File: src/sv/btb_pkg.sv
// shared types and constants for the bone transform blend core
package btb_pkg;

   localparam int CW           = 34;
   localparam int CORDIC_STEPS = 30;
   localparam int SQRT_STEPS   = 31;
   localparam int DIV_STEPS    = 31;

   localparam logic [16:0] W_ONE   = 17'd65536;
   localparam logic [16:0] LO_PASS = 17'd655;
   localparam logic [16:0] HI_PASS = 17'd64881;
   localparam logic [30:0] ONE30   = 31'h4000_0000;
   // one minus 0.0006 in q30
   localparam logic [30:0] NEAR_C  = 31'd1073097579;
   localparam logic signed [CW-1:0] CORDIC_K = 34'sd652032874;

   localparam logic [30:0] ATAN_TAB [CORDIC_STEPS] = '{
      31'd843314856, 31'd497837829, 31'd263043836, 31'd133525158, 31'd67021686,
      31'd33543515, 31'd16775850, 31'd8388437, 31'd4194282, 31'd2097149,
      31'd1048575, 31'd524287, 31'd262143, 31'd131071, 31'd65535, 31'd32767,
      31'd16383, 31'd8191, 31'd4095, 31'd2047, 31'd1023, 31'd511, 31'd255,
      31'd127, 31'd63, 31'd31, 31'd15, 31'd7, 31'd3, 31'd1
   };

   typedef logic [1:0] sel_type;
   localparam sel_type SEL_SRC   = 2'd0;
   localparam sel_type SEL_DST   = 2'd1;
   localparam sel_type SEL_LIN   = 2'd2;
   localparam sel_type SEL_SLERP = 2'd3;

   typedef struct packed {
      logic             vec;
      logic             last;
      logic [16:0]      w;
      logic [3:0][31:0] src;
      logic [3:0][31:0] dst;
   } item_type;

   typedef struct packed {
      logic             vec;
      logic             last;
      sel_type          sel;
      logic [16:0]      w;
      logic [3:0][31:0] src;
      logic [3:0][32:0] tgt;
   } meta_type;

endpackage

File: src/sv/btb_div.sv
// pipelined restoring divider giving the clamped q30 slerp scale sin / s
module btb_div (
   input  logic                          clock,
   input  logic                          en,
   input  logic signed [btb_pkg::CW-1:0] num,
   input  logic [30:0]                   den,
   output logic [30:0]                   scale
);

   localparam int N = btb_pkg::DIV_STEPS;

   logic [31:0] r_ff   [N];
   logic [30:0] q_ff   [N];
   logic [30:0] d_ff   [N];
   logic        np_ff  [N];
   logic        big_ff [N];

   for (genvar j = 0; j < N; j++) begin : g_step
      logic [31:0] ri, r2, ro;
      logic [30:0] di, qi, qo;
      logic        npi, bigi, bt;

      if (j == 0) begin : g_first
         // integer quotient bit; sin at or above twice s saturates anyway
         always_comb begin
            npi  = num[btb_pkg::CW-1] || (num == '0);
            bigi = num[32:0] >= {1'b0, den, 1'b0};
            di   = den;
            ri   = '0;
            qi   = '0;
            r2   = num[31:0];
         end
      end else begin : g_next
         always_comb begin
            npi  = np_ff[j-1];
            bigi = big_ff[j-1];
            di   = d_ff[j-1];
            ri   = r_ff[j-1];
            qi   = q_ff[j-1];
            r2   = {ri[30:0], 1'b0};
         end
      end

      always_comb begin
         bt = r2 >= {1'b0, di};
         ro = bt ? r2 - {1'b0, di} : r2;
         qo = {qi[29:0], bt};
      end

      always_ff @(posedge clock) begin
         if (en) begin
            r_ff[j]   <= ro;
            q_ff[j]   <= qo;
            d_ff[j]   <= di;
            np_ff[j]  <= npi;
            big_ff[j] <= bigi;
         end
      end
   end

   always_comb begin
      if (np_ff[N-1]) begin
         scale = '0;
      end else if (big_ff[N-1] || q_ff[N-1] > btb_pkg::ONE30) begin
         scale = btb_pkg::ONE30;
      end else begin
         scale = q_ff[N-1];
      end
   end

endmodule

File: config.mk
export PLATFORM = sky130hd
export DESIGN_NAME = btb_div
export DESIGN_NICKNAME = d
export VERILOG_FILES = /design/src/sv/btb_pkg.sv /design/src/sv/btb_div.sv
export SDC_FILE = /design/constraint.sdc
export NUM_CORES = 2
export LEC_CHECK = 0
export BUFFER_PORTS_ARGS = -buffer_cell sky130_fd_sc_hd__buf_4
export CORE_MARGIN = 10
export CORE_UTILIZATION = 49
export CTS_BUF_LIST = sky130_fd_sc_hd__clkbuf_4 sky130_fd_sc_hd__clkbuf_8
export DETAILED_ROUTE_END_ITERATION = 10
export GPL_TIMING_DRIVEN = 0
export PLACE_DENSITY = 0.67
export SLEW_MARGIN = 20
export SYNTH_ARGS = -nofsm -noshare
export SYNTH_HDL_FRONTEND = slang
export SYNTH_SLANG_ARGS = --single-unit
File: constraint.sdc
create_clock -name clock -period 8.4 [get_ports clock]
set_input_delay 0.84 -clock clock [delete_from_list [all_inputs] [get_ports clock]]
set_output_delay 0.84 -clock clock [all_outputs]
set_load 0.03 [all_outputs]
==> metrics.txt <==
run status finished, final reports clean; final setup vio count 0; post-DP HPWL 247000 um; First-pass DRT Iterations 6; Worst path max stage delay 590 ps; synth unique cells 95; Yosys top cell area share 54.16%; Final Skew 68.89 ps; critical path required time 9190 ps; placed cell area 139800 um2; register area share after synthesis 54.16%; pwr dens 394.4 nW/um2; syn avg cell area 11.43 um2; Setup crit end kind flop; wire per inst 20.21 um; Worst path depth 13; CTS Buf Count 416; Buf+Inv Stages, Crit Path 2; Fill cells 23170; clock-pin slew on the worst setup and hold paths 60 ps; final setup TNS 0 ps; H-tree Lvls 5; max-cap violations 0; Synth Instances 11740; worst-case vdd ir drop 0.2362 mV; Slew @ Worst Pin 1233 ps; slew margin rel. 17.54%; DRC marker count from the first detailed-route iteration 7489; syn nets 12820; chip width 543.1 um; clk_lat worst skew 1080 ps; RSZ-0062 raised after global routing false; final hold vios 0; largest net degree at the start of global routing 169; family with the most delay on the worst path compound AO/OA/AOI/OAI gates; worst path arrival time 6150 ps; Routed Antenna Nets 0; DRC viols 0; min-delay worst type primary input to flop; TritonCTS clock tree built; Crit-path slowest cell a221oi_2; WL final 328100 um; critical path type flop to flop; vias in the first global route 90520; register bit total from synthesis 2418; via count 91610; Slew Viols, Final 0; Syn Std Cell Area 134100 um2; Main synth FF type edfxtp_1; hold depth 2; I/O Pins 98; Max FO, Critical Path 10; Core Region 271500 um2; Synth warnings 0; die height 543.1 um; startpoint types flop; first-pass GRT wire length 510500 um; clk sink count 2418; Row Count 191; Leakage 0.06059 uW; Final GP Congestion 0.9365; GRT overflow 0; CTS max path bufs 4; fin crit share 63.81%; GRT Util Overall 21.52%; Root Buffer clkbuf_8; Area contributors post-synth edfxtp_1 (54%), ha_1 (9.2%), a21oi_1 (3.7%); Layout Area Growth over Synthesis 11.15%; via/cell ratio 5.641; register area 72610 um2; total die area 295000 um2; Post-synth EDFFs 2418; share of layout cells above drive strength 1 8.546%; post-synth top area cell edfxtp_1; Initial Util 49.39%; Worst Reg-to-Reg Cells 13; worst-path cell chain inv_1 -> fa_1 -> a211oi_1 -> o211ai_1 -> a21o_1 -> o311a_1 -> a221oi_2 -> o41ai_1 -> a21oi_1 -> nor3_1 -> nor4_4 -> buf_2 -> mux2_2; final period demand of the worst path 5360 ps; initial antenna violation count 7; Total Nets Final 13410; Finished Cell Area 149000 um2; CTS resizes 0; multi-input combinational cell area 56000 um2; fmax 186.6 MHz; Synth async-reset ratio 0%; Buffers on Ports 97
-- state kept, by name, indices dropped and copies added (netlist names) --
register	count
q_ff	496
big_ff	31
r_ff	930
np_ff	31
d_ff	930
-- cell usage in the layout, fill, tap and decap left out, types with 169 or more instances in the layout --
master and n:
ha_1 991, o21ai_0 732, a21o_1 483, mux2_1 197, nand2_1 846, xnor2_1 461
edfxtp_1 2418, a21oi_1 980, inv_1 1144, nor2_1 598, clkbuf_1 237, nand3_1 169
clkbuf_8 420, mux2_2 181, xor2_1 345
-- final cells by class --
cell class              count  area share, %
well taps                3570          2.997
diodes                      8        0.01343
clock inverters           251          1.494
repair buffers            171          1.180
inverters                1148          2.893
multi-input cells        7868          37.57
plain buffers             301         0.8236
clock buffers             504          4.302
flip-flops and latches   2418          48.72
-- cells by family (layout without fill, tap and decap cells) --
family                     Yosys count  after routing  share of synthesized area, %
xor gates and xnor gates           806            806                         5.265
DFF                               2418           2418                         54.16
buffers and inverters             1449           2375                         4.130
AOI/OAI and AO/OA                 3190           3190                         14.84
muxes                              387            387                         3.242
and+or+nand+nor                   2464           2464                         8.669
adders and majority gates         1021           1021                         9.696
other                                0              8                             0
-- per-stage QoR --
stage / hold WS [ps] / utilization (%) / worst slack [ps] / total power [uW] / std cells
floorplan: 400.3 / - / 4672 / 39380 / 11740
global placement: 400.4 / 51.30 / -14930 / 47370 / 15400
detailed placement: 404.5 / 51.50 / 3236 / 47240 / 15420
CTS: 2.675 / 54.88 / 3116 / 58910 / 16230
global route: 23.68 / 54.89 / 2724 / 62980 / 16240
finish: 135.0 / 54.89 / 3040 / 58770 / 16240
-- timing repair --
item / 4_1_cts / 5_1_grt
hold buffers: 53 / 0
endpoints found under the hold margin: 53 / 0
setup buffers: 0 / 0
-- metal layers --
layer,track usage (%),vias to the layer above,share of wire [%]
li1,-,44460,-
met1,29.41,43960,45
met4,6.888,4,3.3
met5,0,-,0.0091
met2,34.90,2544,46
met3,3.810,646,5.8
-- cell usage after synthesis (all sizes together) (13+ instances only) --
cell type / n
edfxtp: 2418
inv: 1148
ha: 991
a21oi: 982
nand2: 846
o21ai: 831
nor2: 598
a21o: 483
xnor2: 461
mux2: 378
xor2: 345
clkbuf: 238
nand3: 169
nand4: 141
nor2b: 134
nand2b: 122
o21bai: 122
o21a: 121
nor3: 117
a31oi: 110
and3: 88
a211oi: 86
o31ai: 66
and2: 64
buf: 63
nor4: 51
o211ai: 48
a41oi: 35
or3: 31
fa: 30
or2: 30
a2111oi: 28
a211o: 27
a21boi: 25
a221oi: 24
o2111ai: 24
o41ai: 21
o31a: 18
a311oi: 16
and4: 16
a31o: 13
-- worst paths after layout --
path         slack [ps]            to    startpoint
max                3040  r_ff[12][28]  d_ff[11][31]
min                 130    r_ff[0][6]        num[6]
max reg2reg        3040  r_ff[12][28]  d_ff[11][31]
min reg2reg         360  q_ff[28][26]  q_ff[27][25]
-- power breakdown --
part	total (uW)	switching (uW)	internal, uW
Combinational	27700	16500	11200
Sequential	19900	1920	18000
Clock	11200	4970	6210
Note: power is estimated with default switching activity, not from simulation.
